## config.mk

```make
export PLATFORM = sky130hd
export DESIGN_NAME = rm2rpy_cordic_cell
export DESIGN_NICKNAME = d
export VERILOG_FILES = /design/src/hw/rtl/rm2rpy_pkg.sv /design/src/hw/rtl/rm2rpy_cordic_cell.sv
export SDC_FILE = /design/constraint.sdc
export NUM_CORES = 1
export LEC_CHECK = 0
export BUFFER_PORTS_ARGS = -buffer_cell sky130_fd_sc_hd__buf_2
export CORE_ASPECT_RATIO = 1.1
export CORE_MARGIN = 4
export CORE_UTILIZATION = 55
export CTS_BUF_LIST = sky130_fd_sc_hd__clkbuf_16
export CTS_CLUSTER_SIZE = 24
export DETAILED_ROUTE_END_ITERATION = 16
export PLACE_DENSITY = 0.8
export SYNTH_ARGS = -nofsm -noshare
export SYNTH_HDL_FRONTEND = slang
export SYNTH_SLANG_ARGS = --single-unit
```

## constraint.sdc

```tcl
create_clock -name clk -period 6.05 [get_ports clk]
set_input_delay 0.605 -clock clk [delete_from_list [all_inputs] [get_ports clk]]
set_output_delay 0.605 -clock clk [all_outputs]
set_load 0.005 [all_outputs]
```

## src/hw/rtl/rm2rpy_pkg.sv

```systemverilog
// ----------------------------------------------------------------------------
// rm2rpy_pkg
// Types, constants and helper functions for the ZYX Euler angle extractor.
// ----------------------------------------------------------------------------
package rm2rpy_pkg;

  localparam int CORDIC_STAGES = 18;
  localparam int ISQRT_STEPS   = 17;
  localparam int NUM_LANES     = 5;
  localparam int PIPE_DEPTH    = 2 + ISQRT_STEPS + 1 + CORDIC_STAGES;

  localparam logic signed [34:0] PI_Q30      = 35'sd3373259426;
  localparam logic signed [18:0] PI_Q16      = 19'sd205887;
  localparam logic signed [18:0] HALF_PI_Q16 = 19'sd102944;

  // Lane numbers of the CORDIC chains.
  localparam int LANE_PITCH   = 0;
  localparam int LANE_ROLL    = 1;
  localparam int LANE_YAW     = 2;
  localparam int LANE_YAW_POS = 3;
  localparam int LANE_YAW_NEG = 4;

  typedef struct packed {
    logic signed [33:0] x;
    logic signed [33:0] y;
    logic signed [34:0] z;
    logic               zero;
  } cordic_t;

  typedef struct packed {
    logic [32:0] v;
    logic [33:0] res;
  } isqrt_t;

  typedef struct packed {
    logic signed [31:0] pos_x;
    logic signed [31:0] pos_y;
    logic signed [31:0] pos_z;
    logic signed [17:0] r00;
    logic signed [17:0] r01;
    logic signed [17:0] r10;
    logic signed [17:0] r11;
    logic signed [17:0] r21;
    logic signed [17:0] r22;
  } front_t;

  typedef struct packed {
    logic signed [31:0] pos_x;
    logic signed [31:0] pos_y;
    logic signed [31:0] pos_z;
    logic               lock;
  } back_t;

  function automatic logic signed [34:0] atan_q30(input logic [4:0] idx);
    logic signed [34:0] a;
    unique case (idx)
      5'd0:  a = 35'sd843314857;
      5'd1:  a = 35'sd497837829;
      5'd2:  a = 35'sd263043837;
      5'd3:  a = 35'sd133525159;
      5'd4:  a = 35'sd67021687;
      5'd5:  a = 35'sd33543516;
      5'd6:  a = 35'sd16775851;
      5'd7:  a = 35'sd8388437;
      5'd8:  a = 35'sd4194283;
      5'd9:  a = 35'sd2097149;
      5'd10: a = 35'sd1048576;
      5'd11: a = 35'sd524288;
      5'd12: a = 35'sd262144;
      5'd13: a = 35'sd131072;
      5'd14: a = 35'sd65536;
      5'd15: a = 35'sd32768;
      5'd16: a = 35'sd16384;
      5'd17: a = 35'sd8192;
      5'd18: a = 35'sd4096;
      5'd19: a = 35'sd2048;
      5'd20: a = 35'sd1024;
      5'd21: a = 35'sd512;
      5'd22: a = 35'sd256;
      5'd23: a = 35'sd128;
      5'd24: a = 35'sd64;
      5'd25: a = 35'sd32;
      5'd26: a = 35'sd16;
      5'd27: a = 35'sd8;
      5'd28: a = 35'sd4;
      5'd29: a = 35'sd2;
      5'd30: a = 35'sd1;
      5'd31: a = 35'sd0;
    endcase
    return a;
  endfunction

  // Scales the operands and folds the left half plane onto the right one.
  function automatic cordic_t cordic_init(input logic signed [18:0] y,
                                          input logic signed [18:0] x);
    cordic_t r;
    logic signed [33:0] xs;
    logic signed [33:0] ys;
    xs = 34'(x) <<< 12;
    ys = 34'(y) <<< 12;
    r.zero = (x == 19'sd0) && (y == 19'sd0);
    r.x = xs;
    r.y = ys;
    r.z = 35'sd0;
    if (x < 19'sd0) begin
      r.z = (y >= 19'sd0) ? PI_Q30 : -PI_Q30;
      r.x = -xs;
      r.y = -ys;
    end
    return r;
  endfunction

  // Rounds the Q30 angle to Q16 and saturates it to plus or minus lim.
  function automatic logic signed [18:0] cordic_angle(input cordic_t d,
                                                      input logic signed [18:0] lim);
    logic signed [34:0] t;
    logic signed [18:0] a;
    t = ($signed(d.z) + 35'sd8192) >>> 14;
    if (d.zero) begin
      a = 19'sd0;
    end else if (t > 35'(lim)) begin
      a = lim;
    end else if (t < -35'(lim)) begin
      a = -lim;
    end else begin
      a = 19'(t);
    end
    return a;
  endfunction

endpackage

```

## src/hw/rtl/rm2rpy_cordic_cell.sv

```systemverilog
// ----------------------------------------------------------------------------
// rm2rpy_cordic_cell
// One registered vectoring micro-rotation of the CORDIC angle chain.
// ----------------------------------------------------------------------------
module rm2rpy_cordic_cell (
  input  logic                 clk,
  input  logic                 en,
  input  logic [4:0]           idx,
  input  rm2rpy_pkg::cordic_t  d,
  output rm2rpy_pkg::cordic_t  q
);

  logic signed [33:0]  dx;
  logic signed [33:0]  dy;
  logic signed [34:0]  ang;
  rm2rpy_pkg::cordic_t nxt;

  always_comb begin
    dx  = $signed(d.y) >>> idx;
    dy  = $signed(d.x) >>> idx;
    ang = rm2rpy_pkg::atan_q30(idx);
    nxt = d;
    // Rotate toward the x axis; the sign of y picks the direction.
    if (!d.y[33]) begin
      nxt.x = $signed(d.x) + dx;
      nxt.y = $signed(d.y) - dy;
      nxt.z = $signed(d.z) + ang;
    end else begin
      nxt.x = $signed(d.x) - dx;
      nxt.y = $signed(d.y) + dy;
      nxt.z = $signed(d.z) - ang;
    end
  end

  always_ff @(posedge clk) begin
    if (en) begin
      q <= nxt;
    end
  end

endmodule

```

==> metrics.txt <==
crit path cell chain buf_2 > buf_8 > mux2_2 > mux4_1 > buf_4 > a211oi_2 > buf_4 > and4b_1 > and4_1 > buf_4 > a41oi_1 > xor2_1 > ha_1 > a21o_1 > a21oi_1 > nor2b_1 > o31a_1 > o41ai_1 > buf_4 > o31a_1 > nand2_1 > xor2_1; Layout area overhead 24.0%; H-tree Lvls 3; GP Congestion roughly 1; Starting DRT DRC Count approximately 1.9k; DP Cell Count 2562; largest registers q: 104 flops; Initial Util a little under three fifths; CP Capture Type register; max incr delay on CP about 0.55 ns; largest net degree at the start of global routing between 60 and 70; period utilization between 90% and 100%; CP startpoint kind primary input; fin nets between 2k and 2.5k; Slew Viols, Final 0; async set-reset flop share out of synthesis 0%; Worst Path Arrival 5.99 ns; FILL cells between 2k and 2.5k; Die H approximately 190 um; top post-synthesis cells by area edfxtp_1, mux4_2, ha_1, xnor2_1, a21oi_1; leading area contributor after synthesis edfxtp_1; Vias per Instance between 6 and 7; Post-Syn Nets between 1.5k and 2k; Leak 8.73 nW; Via Count 17.3k; share of cells above drive strength 1 about a third; Total Wirelength 64100 um; post-DP HPWL ~51000 um; Detailed Routing Iterations Pass 1 8; IO buf count between 200 and 250; # hold bufs at CTS 0; clk root buf clkbuf_16; Max-Cap Viols 0; total track usage 38.4%; synthesized area per cell 9.15 um^2; FMAX approximately 170 MHz; antenna violations before repair 2; max reg flops around 100; Ports approximately 220; drt drc 0; Placeable Area between 20000 and 30000 um^2; Synth top cells by count a21oi_1, nor2_1, ha_1; CTS tree built; fin util 69.4%; slew margin rel. 38.7%; die area around 32000 um^2; Biggest register q; clock sinks around 100; sequential fraction of the synthesis area between 10% and 20%; Die Wd ~170 um; CP dominant cell by count buf_4; Worst Path Max Fanout 24; Wirelength per Cell between 20 and 25 um; Cells after Synth 1760; peak supply drop about 0.22 mV; CP max stage cell mux4_1; crit-path leading delay family compound AO/OA/AOI/OAI gates; total number of yosys warnings 0; Mapped Area approximately 16000 um^2; flops & latches, synth approximately 100; crit path buf inv count 6; ys flop type edfxtp_1; row count 65; Power Dens Cells ~220 nW/um^2; Yosys cell types about 110; critical path class primary input to register; share of the synthesized area in the top cell type 19.4%; Post-Layout Cell Count ~2.6k; Worst Path Required around 6.2 ns; endpoints failing hold 0; most common cell in the netlist a21oi_1; Slew @ Worst Pin just over 0.9 ns; vias in the first global route roughly 17k; class of the worst hold path primary input to register; CTS clock-pin slew for the worst setup and hold paths 0.09 ns; # setup viols final 0; first-pass GRT wire length 96400 um; EDFF count, synth roughly 100; status finished, final reports clean; fin crit period 5.85 ns; Final ANT Viol Nets 0; grt total ovfl 0; CTS buffer count 9; Max clock buf depth 2
-- cells in the final DEF, fill, tap and decap left out, types with 9 or more instances in the layout --
cell,n
mux2_2,30
buf_4,327
clkbuf_16,10
a21oi_1,159
nor2_1,150
nor3_1,26
and4_1,9
nand2_1,110
nand2b_1,21
a21o_1,49
o21a_1,27
and3_1,11
o221ai_1,9
mux4_1,9
o211ai_1,14
o21bai_1,15
nor2b_1,21
ha_1,110
mux4_2,79
edfxtp_1,104
a31oi_1,26
o21ai_0,84
mux2i_1,70
inv_1,60
and2_1,14
o22ai_1,23
a22oi_1,15
xnor2_1,103
xor2_1,55
buf_2,209
a211oi_1,23
nand3_1,30
-- report_power, final --
group / switching [mW] / total (mW) / internal, mW
clock: 0.334 / 0.661 / 0.327
sequential: 0.0471 / 1.11 / 1.06
combinational: 1.44 / 2.66 / 1.23
-- timing repair --
action | CTS | global route
gates resized for setup | 0 | 12
setup endpoints to repair | 0 | 11
setup buffers | 0 | 7
-- worst paths after layout --
| kind | startpoint | to | slack [ns] | cells past startpoint |
|---|---|---|---|---|
| worst min-delay path | d[0] | q[0] | 0.39 | 1 |
| worst max-delay path | idx[3] | q[67] | 0.20 | 22 |
-- metal layers --
metal / GRT usage, % / share of wire (%)
met1: 45.4 / 37
met2: 65.4 / 48
met3: 6.68 / 8.3
met4: 21.5 / 6.7
met5: 0 / 0
-- stage by stage --
step                      hold WS, ns  TNS, ns  setup slack (ns)  total power, mW  area [um^2]
after floorplan                 0.704        0            0.0723             2.63        16100
final                           0.391        0             0.200             4.43        20000
after global placement          0.782   -0.532            -0.140             3.63        19500
after CTS                       0.385        0            0.0751             4.37        19800
after global routing            0.394  -0.0162           -0.0162             4.68        20000
after detailed placement        0.784    -2.13            -0.314             3.71        19500
-- final cells by class --
class                           count  area [um^2]  share of cell area (%)
Antenna cell                        2         5.00                  0.0251
Clock buffer                        9          225                    1.13
Clock inverter                      7         78.8                   0.395
Inverter                           61          229                    1.15
Multi-Input combinational cell   1495        12200                    61.2
Sequential cell                   104         3120                    15.6
Tap cell                          368          460                    2.31
Timing Repair Buffer              542         3630                    18.2
-- logic make-up after synthesis --
kind of cell | share of synthesized area, %
AO/OA/AOI/OAI | 23.8
XOR/XNOR | 8.73
adder cells (fa/ha/maj) | 9.00
buffers and inverters | 4.93
flip-flops | 19.4
multiplexers | 19.7
AND/OR/NAND/NOR | 14.4
(Power assumes the default switching activity.)
