## src/hw/rtl/rm2rpy_pkg.sv

```systemverilog
// ----------------------------------------------------------------------------
// rm2rpy_pkg
// Types, constants and helper functions for the ZYX Euler angle extractor.
// ----------------------------------------------------------------------------
package rm2rpy_pkg;

  localparam int CORDIC_STAGES = 18;
  localparam int ISQRT_STEPS   = 17;
  localparam int NUM_LANES     = 5;
  localparam int PIPE_DEPTH    = 2 + ISQRT_STEPS + 1 + CORDIC_STAGES;

  localparam logic signed [34:0] PI_Q30      = 35'sd3373259426;
  localparam logic signed [18:0] PI_Q16      = 19'sd205887;
  localparam logic signed [18:0] HALF_PI_Q16 = 19'sd102944;

  // Lane numbers of the CORDIC chains.
  localparam int LANE_PITCH   = 0;
  localparam int LANE_ROLL    = 1;
  localparam int LANE_YAW     = 2;
  localparam int LANE_YAW_POS = 3;
  localparam int LANE_YAW_NEG = 4;

  typedef struct packed {
    logic signed [33:0] x;
    logic signed [33:0] y;
    logic signed [34:0] z;
    logic               zero;
  } cordic_t;

  typedef struct packed {
    logic [32:0] v;
    logic [33:0] res;
  } isqrt_t;

  typedef struct packed {
    logic signed [31:0] pos_x;
    logic signed [31:0] pos_y;
    logic signed [31:0] pos_z;
    logic signed [17:0] r00;
    logic signed [17:0] r01;
    logic signed [17:0] r10;
    logic signed [17:0] r11;
    logic signed [17:0] r21;
    logic signed [17:0] r22;
  } front_t;

  typedef struct packed {
    logic signed [31:0] pos_x;
    logic signed [31:0] pos_y;
    logic signed [31:0] pos_z;
    logic               lock;
  } back_t;

  function automatic logic signed [34:0] atan_q30(input logic [4:0] idx);
    logic signed [34:0] a;
    unique case (idx)
      5'd0:  a = 35'sd843314857;
      5'd1:  a = 35'sd497837829;
      5'd2:  a = 35'sd263043837;
      5'd3:  a = 35'sd133525159;
      5'd4:  a = 35'sd67021687;
      5'd5:  a = 35'sd33543516;
      5'd6:  a = 35'sd16775851;
      5'd7:  a = 35'sd8388437;
      5'd8:  a = 35'sd4194283;
      5'd9:  a = 35'sd2097149;
      5'd10: a = 35'sd1048576;
      5'd11: a = 35'sd524288;
      5'd12: a = 35'sd262144;
      5'd13: a = 35'sd131072;
      5'd14: a = 35'sd65536;
      5'd15: a = 35'sd32768;
      5'd16: a = 35'sd16384;
      5'd17: a = 35'sd8192;
      5'd18: a = 35'sd4096;
      5'd19: a = 35'sd2048;
      5'd20: a = 35'sd1024;
      5'd21: a = 35'sd512;
      5'd22: a = 35'sd256;
      5'd23: a = 35'sd128;
      5'd24: a = 35'sd64;
      5'd25: a = 35'sd32;
      5'd26: a = 35'sd16;
      5'd27: a = 35'sd8;
      5'd28: a = 35'sd4;
      5'd29: a = 35'sd2;
      5'd30: a = 35'sd1;
      5'd31: a = 35'sd0;
    endcase
    return a;
  endfunction

  // Scales the operands and folds the left half plane onto the right one.
  function automatic cordic_t cordic_init(input logic signed [18:0] y,
                                          input logic signed [18:0] x);
    cordic_t r;
    logic signed [33:0] xs;
    logic signed [33:0] ys;
    xs = 34'(x) <<< 12;
    ys = 34'(y) <<< 12;
    r.zero = (x == 19'sd0) && (y == 19'sd0);
    r.x = xs;
    r.y = ys;
    r.z = 35'sd0;
    if (x < 19'sd0) begin
      r.z = (y >= 19'sd0) ? PI_Q30 : -PI_Q30;
      r.x = -xs;
      r.y = -ys;
    end
    return r;
  endfunction

  // Rounds the Q30 angle to Q16 and saturates it to plus or minus lim.
  function automatic logic signed [18:0] cordic_angle(input cordic_t d,
                                                      input logic signed [18:0] lim);
    logic signed [34:0] t;
    logic signed [18:0] a;
    t = ($signed(d.z) + 35'sd8192) >>> 14;
    if (d.zero) begin
      a = 19'sd0;
    end else if (t > 35'(lim)) begin
      a = lim;
    end else if (t < -35'(lim)) begin
      a = -lim;
    end else begin
      a = 19'(t);
    end
    return a;
  endfunction

endpackage

```

## src/hw/rtl/rm2rpy_isqrt_cell.sv

```systemverilog
// ----------------------------------------------------------------------------
// rm2rpy_isqrt_cell
// One registered step of the digit-by-digit integer square root.
// ----------------------------------------------------------------------------
module rm2rpy_isqrt_cell (
  input  logic                 clk,
  input  logic                 en,
  input  logic [32:0]          sq_bit,
  input  rm2rpy_pkg::isqrt_t   d,
  output rm2rpy_pkg::isqrt_t   q
);

  logic [33:0]        sum;
  rm2rpy_pkg::isqrt_t nxt;

  always_comb begin
    sum = d.res + {1'b0, sq_bit};
    nxt = d;
    if ({1'b0, d.v} >= sum) begin
      nxt.v   = 33'({1'b0, d.v} - sum);
      nxt.res = (d.res >> 1) + {1'b0, sq_bit};
    end else begin
      nxt.res = d.res >> 1;
    end
  end

  always_ff @(posedge clk) begin
    if (en) begin
      q <= nxt;
    end
  end

endmodule

```

## config.mk

```make
export PLATFORM = sky130hd
export DESIGN_NAME = rm2rpy_isqrt_cell
export DESIGN_NICKNAME = d
export VERILOG_FILES = /design/src/hw/rtl/rm2rpy_pkg.sv /design/src/hw/rtl/rm2rpy_isqrt_cell.sv
export SDC_FILE = /design/constraint.sdc
export NUM_CORES = 1
export LEC_CHECK = 0
export BUFFER_PORTS_ARGS = -buffer_cell sky130_fd_sc_hd__buf_2
export CAP_MARGIN = 20
export CORE_ASPECT_RATIO = 2
export CORE_MARGIN = 8
export CORE_UTILIZATION = 25
export DETAILED_ROUTE_END_ITERATION = 12
export SLEW_MARGIN = 20
export SYNTH_ARGS = -nofsm -noshare
export SYNTH_HDL_FRONTEND = slang
export SYNTH_SLANG_ARGS = --single-unit
```

## constraint.sdc

```tcl
create_clock -name clk -period 6.62 [get_ports clk]
set_input_delay 1.324 -clock clk [delete_from_list [all_inputs] [get_ports clk]]
set_output_delay 1.324 -clock clk [all_outputs]
set_load 0.01 [all_outputs]
```

==> results of run 1 <==
## placed cells by master (no fill, tap or decap), types with 12 or more instances in the layout
master | netlist | layout
ha_1 | 99 | 99
mux2_2 | 37 | 37
a21oi_1 | 83 | 83
a211oi_1 | 14 | 13
nor3_1 | 12 | 12
buf_4 | 1 | 16
nand3_1 | 27 | 27
o21bai_1 | 18 | 18
a21o_1 | 31 | 31
o21ai_0 | 55 | 54
nand2b_1 | 13 | 13
mux2_1 | 26 | 26
xnor2_1 | 55 | 55
xor2_1 | 27 | 27
nand2_1 | 46 | 46
inv_1 | 27 | 27
nor2_1 | 49 | 49
edfxtp_1 | 67 | 67
buf_2 | 5 | 168
## worst max-delay path, cell delays in order
cell and delay, ns:
buf_2 0.12, ha_1 0.31, a211oi_1 0.21, buf_4 0.15, o211ai_1 0.21, a311oi_1 0.41, nor2_1 0.09, o21a_1 0.19
o21ai_0 0.16, nand2b_1 0.10, a221oi_1 0.30, xor2_1 0.15, ha_1 0.35, o21ai_0 0.10, nor2_1 0.09, nor2_1 0.07
o21ai_0 0.33, a211oi_2 0.08, a31o_1 0.21, o211a_1 0.23, nor4_4 0.39, buf_12 0.28, mux2_2 0.38
## logic make-up (layout without fill, tap and decap cells)
group | count (synthesis) | in the layout
flops | 67 | 67
buf+inv | 41 | 229
mux | 67 | 67
simple gates | 194 | 194
xor+xnor | 82 | 82
other cells | 0 | 2
compound gates | 266 | 266
fa+ha+maj | 102 | 102
## final timing paths
kind | to | slack, ns | cells after the start
setup / recovery | q[35]$_DFFE_PP_ | 0.46 | 23
hold / removal | q[41]$_DFFE_PP_ | 1.27 | 2
## per-stage QoR
stage	util, %	TNS (ns)	cells	power, mW
3_5_place_dp	29.9	-7.01	1359	1.76
6_report	31.0	0	1377	2.28
4_1_cts	30.9	0	1375	2.31
3_3_place_gp	29.9	0	1359	1.74
5_1_grt	31.0	0	1375	2.44
2_1_floorplan	-	0	819	1.39
## routing by layer
layer	track usage (%)	wire (um)	up-vias
met4	6.32	935	4
met5	0	21	-
met2	28.8	15000	182
met3	3.64	1470	41
met1	12.4	8690	3392
li1	-	-	3498
## final cells by class
class / count / share of cell area, %
clock inverters: 7 / 0.977
clock buffers: 9 / 2.41
repair buffers: 186 / 10.7
inverters: 27 / 1.08
diodes: 2 / 0.0535
well taps: 368 / 4.93
multi-input cells: 711 / 58.3
flip-flops and latches: 67 / 21.5
## power by group through the flow
stage	Combinational (mW)	Sequential (mW)	Clock (mW)
after floorplan	0.765	0.627	0
after global routing	1.28	0.590	0.567
after detailed placement	1.17	0.590	0
final	1.16	0.582	0.542
after global placement	1.15	0.591	0
after CTS	1.17	0.583	0.557
==> metrics.txt, run 1 <==
outcome=finished clean; Initial DRC Count=276; number of hold buffers added after cts=0; Final Net Count=1206; Comb power frac=50.8%; hpwl dp=between 20000 and 25000 um; area of the core=between 30000 and 40000 um2; Fmax=162 MHz; Die ar.=36800 um2; clock sink count=between 60 and 70; All-Layer GR Usage=14.1%; largest net degree at the start of global routing=68; worst slew margin relative to its limit=between 30 and 40%; Syn Inst Count=819; FP Rows=90; DRC violations left=0; Post-Syn Nets=1023; max-cap violation count=0; initial antenna violation count=4; Distinct cells, synth=between 60 and 70; Synth Flop Type=edfxtp_1; post-cts sizing count=0; Die X=140 um; Hold Path Origin=d[41]; switching power share of the total=38.3%; Startpoint Class=input port; port buffer count=between 150 and 200; Peak VDD IR=around 0.13 mV; Seq cells post-synth=67; Num CTS Buffers=9; # setup viols final=0; Clk pwr share=about a quarter; Layout area overhead=22.4%; H-tree Lvls=3; yosys warns=0; top cells by count, synth=ha_1 (99), a21oi_1 (83), edfxtp_1 (67), o21ai_0 (55), xnor2_1 (55); Fillers=between 3k and 4k; post-synth top area share=between 20% and 30%; routed len/inst=around 19 um; first-pass GRT wire length=40000 um; starting density of the core=25.3%; Critical Path Source=sq_bit[1]; dpl ws=-0.160 ns; number of flip-flops under the largest register name=67; vias=7117; PD cells=244 nW/um2; final worst setup slack=0.463 ns; mux share of post-synthesis cell area=9.81%; Largest regs=q: 67 flops; clock buffer depth=2; adder-cell area share of the yosys netlist=17.0%; worst endpoint required time=6.73 ns; # Post-CTS Setup Buffers=0; largest family of logic cells by synthesized area=compound AO/OA/AOI/OAI gates; Placed Area=roughly 9000 um2; Tightest Pin Transition=around 0.98 ns; gpl congestion=a little under 0.9; FFs w/ async S/R, synth=0%; max-slew violations=0; CTS Root Cell=clkbuf_16; crit-path max FO=37; CTS tree=built; area of the multi-input gates=between 5000 and 6000 um2; vias in the first global route=7353; Pre-antenna DRT Iters=4; count leader, synth=ha_1; critical path class=in -> reg; post-synth top area cell=edfxtp_1; Compound-Gate Fraction of Synth Area=22.2%; Internal=~1.4 mW; Final Cell Area=~9300 um2; post-synthesis xor/xnor area fraction=9.40%; Die Ht=~260 um; post-synthesis sequential area ratio=about a quarter; Synth Cell Area=7640 um2; post-layout min period=roughly 6 ns; Leakage=4.02 nW; DRT antenna net count=0; largest cells by area after synthesis=edfxtp_1 (26%), ha_1 (16%), xnor2_1 (6.3%); total wire length=26100 um; Post-Synth Simple-Gate Area=12.8%; register area=2010 um2; Worst Path Arrival=6.27 ns; gr ovfl total=0; vias per cell=5.17; HP Class=in -> reg; RSZ-0062 raised after global routing=false; clock slew at reported path FFs=0.07 ns; largest register by flop count=q; Post-synth EDFFs=67; syn avg cell area=9.33 um2; share of cells above drive strength 1=24.9%; Crit. End Element=register; final worst path period share=93.0%; io pins=169; Reg power frac=25.5%; final number of hold-violating endpoints=0; net switching power=0.876 mW; worst hold slack=between 1 and 1.5 ns
Note: power is estimated with default switching activity, not from simulation.
==> run 2, diff against run 1 <==
==> constraint.sdc (replaced) <==
create_clock -name clk -period 5.8 [get_ports clk]
set_input_delay 1.16 -clock clk [delete_from_list [all_inputs] [get_ports clk]]
set_output_delay 1.16 -clock clk [all_outputs]
set_load 0.01 [all_outputs]
==> metrics.txt, run 2 (synthesis results as in run 1) <==
vias=7538 (was 7117); io pins=169 (unchanged); Largest delay share family, worst path=compound AO/OA/AOI/OAI gates (unchanged); All-Layer GR Usage=14.5% (was 14.1%); # placed instances=1454 (was 1359); # setup viols final=0 (unchanged); largest register by flop count=q (unchanged); first-pass GRT wire length=41100 um (was 40000 um); crit path cell chain=buf_2 > ha_2 > buf_4 > a211oi_2 > buf_4 > o211ai_1 > a311oi_2 > nor2_1 > o21a_1 > o21ai_1 > nand2b_1 > a221oi_2 > xor2_1 > ha_1 > nand4_1 > nor2_2 > nand3_1 > nor4_2 > nor2_1 > o211a_1 > nor4_4 > buf_6 > clkbuf_16 > mux2_4 (was buf_2 > ha_1 > a211oi_1 > buf_4 > o211ai_1 > a311oi_1 > nor2_1 > o21a_1 > o21ai_0 > nand2b_1 > a221oi_1 > xor2_1 > ha_1 > o21ai_0 > nor2_1 > nor2_1 > o21ai_0 > a211oi_2 > a31o_1 > o211a_1 > nor4_4 > buf_12 > mux2_2); Layout area overhead=37.7% (was 22.4%); RSZ-0062 raised after global routing=true (was false); Clk pwr share=21.5% (was 23.7%); final number of hold-violating endpoints=0 (unchanged); PD cells=274 nW/um2 (was 244 nW/um2); CTS tree=built (unchanged); Internal=1.81 mW (was 1.41 mW); post-layout min period=5.63 ns; net switching power=1.07 mW (was 0.876 mW); Leakage=4.72 nW (was 4.02 nW); critical path class=in -> reg (unchanged); port buffer count=168 (unchanged); clock slew at reported path FFs=0.06 ns (was 0.07 ns); Num CTS Buffers=9 (unchanged); FP Rows=90 (unchanged); starting density of the core=25.3% (unchanged); Final Cell Area=10500 um2 (was 9350 um2); commonest non-fill, non-tap cell in the layout=buf_2 (unchanged); CTS Root Cell=clkbuf_16 (unchanged); area of the core=30200 um2 (unchanged); DRT antenna net count=0 (unchanged); number of hold buffers added after cts=0 (unchanged); max-cap violation count=0 (unchanged); Startpoint Class=input port (unchanged); Die ar.=36800 um2 (unchanged); worst slew margin relative to its limit=45.3% (was 34.4%); share of cells above drive strength 1=35.3% (was 24.9%); most frequent cells in the layout=buf_2 (166), buf_4 (114), ha_1 (95), a21oi_1 (80), edfxtp_1 (67) (was buf_2 (168), ha_1 (99), a21oi_1 (83), edfxtp_1 (67), xnor2_1 (55)); Initial DRC Count=261 (was 276); Largest regs=q: 67 flops (unchanged); initial antenna violation count=7 (was 4); HP Class=in -> reg (unchanged); vias in the first global route=7882 (was 7353); final worst path period share=a little over nine tenths; Crit. End Element=register (unchanged); switching power share of the total=37.2% (was 38.3%); Tightest Pin Transition=0.821 ns (was 0.984 ns); Worst Path Arrival=5.74 ns (was 6.27 ns); Peak VDD IR=0.162 mV (was 0.127 mV); max-slew violations=0 (unchanged); crit-path max cell delay=0.34 ns (was 0.41 ns); final core utilization=34.9% (was 31.0%); crit-path max FO=7 (was 37); total power=2.88 mW (was 2.28 mW); largest net degree at the start of global routing=39 (was 68); Hold Path Origin=d[64] (was d[41]); clock sink count=67 (unchanged); number of flip-flops under the largest register name=67 (unchanged); gpl congestion=0.891 (was 0.874); Critical Path Source=sq_bit[0] (was sq_bit[1]); outcome=finished clean (unchanged); vias per cell=5.07 (was 5.17); Fmax=178 MHz; Die Ht=263 um (unchanged); Pre-antenna DRT Iters=5 (was 4); clock buffer depth=2 (unchanged); Critical Path Slowest Stage Cell=nor4_4 (was a311oi_1); gr ovfl total=0 (unchanged); Reg power frac=23.1% (was 25.5%); routed len/inst=18.5 um (was 19.0 um); Comb power frac=55.4% (was 50.8%); total wire length=27500 um (was 26100 um); worst endpoint required time=5.91 ns (was 6.73 ns); hpwl dp=22800 um (was 22000 um); DRC violations left=0 (unchanged); Final Instance Count excl. Fillers=1486 (was 1377); Final Net Count=1313 (was 1206); H-tree Lvls=3 (unchanged); Placed Area=9730 um2 (was 9020 um2); Buf/Inv on CP=5 (was 3); Die X=140 um (unchanged)
[run 2: worst paths after layout]
check / end / slack (ns) / cells after the start
worst max-delay path: q[20]$_DFFE_PP_ / 0.17 / 24
worst min-delay path: q[64]$_DFFE_PP_ / 1.10 / 2
[run 2: what timing repair did]
action                                  4_1_cts  5_1_grt
buffers inserted                              0        9
gates resized for setup                       8       74
endpoints found under the setup margin       56       64
cloned                                        0        4
pin swaps                                     2       43
[run 2: power by group through the flow]
stage | sequential [mW] | clock, mW | combinational [mW]
3_3_place_gp | 0.677 | 0 | 1.45
6_report | 0.665 | 0.619 | 1.60
4_1_cts | 0.666 | 0.637 | 1.48
3_5_place_dp | 0.674 | 0 | 1.47
5_1_grt | 0.674 | 0.649 | 1.75
2_1_floorplan | 0.716 | 0 | 0.873
[run 2: final cells by class]
| class | count | area (um2) |
|---|---|---|
| multi-input cells | 711 | 5730 |
| clock buffers | 9 | 225 |
| flip-flops and latches | 67 | 2010 |
| repair buffers | 293 | 1900 |
| diodes | 4 | 10.0 |
| inverters | 27 | 101 |
| well taps | 368 | 460 |
| fillers | 3148 | 19700 |
| clock inverters | 7 | 91.3 |
[run 2: layer usage]
layer / routed length, um / GRT usage (%)
met5: 41 / 0
met1: 9000 / 12.2
met2: 15500 / 29.3
met4: 1380 / 8.80
met3: 1540 / 3.81
[run 2: metrics by stage]
stage	hold slack (ns)	TNS, ns	worst slack [ns]
finish	1.10	0	0.172
global route	1.09	-3.56	-0.0954
CTS	1.09	0	0.101
detailed placement	1.47	-31.92	-0.574
global placement	1.46	-23.29	-0.433
floorplan	1.27	0	0.0434
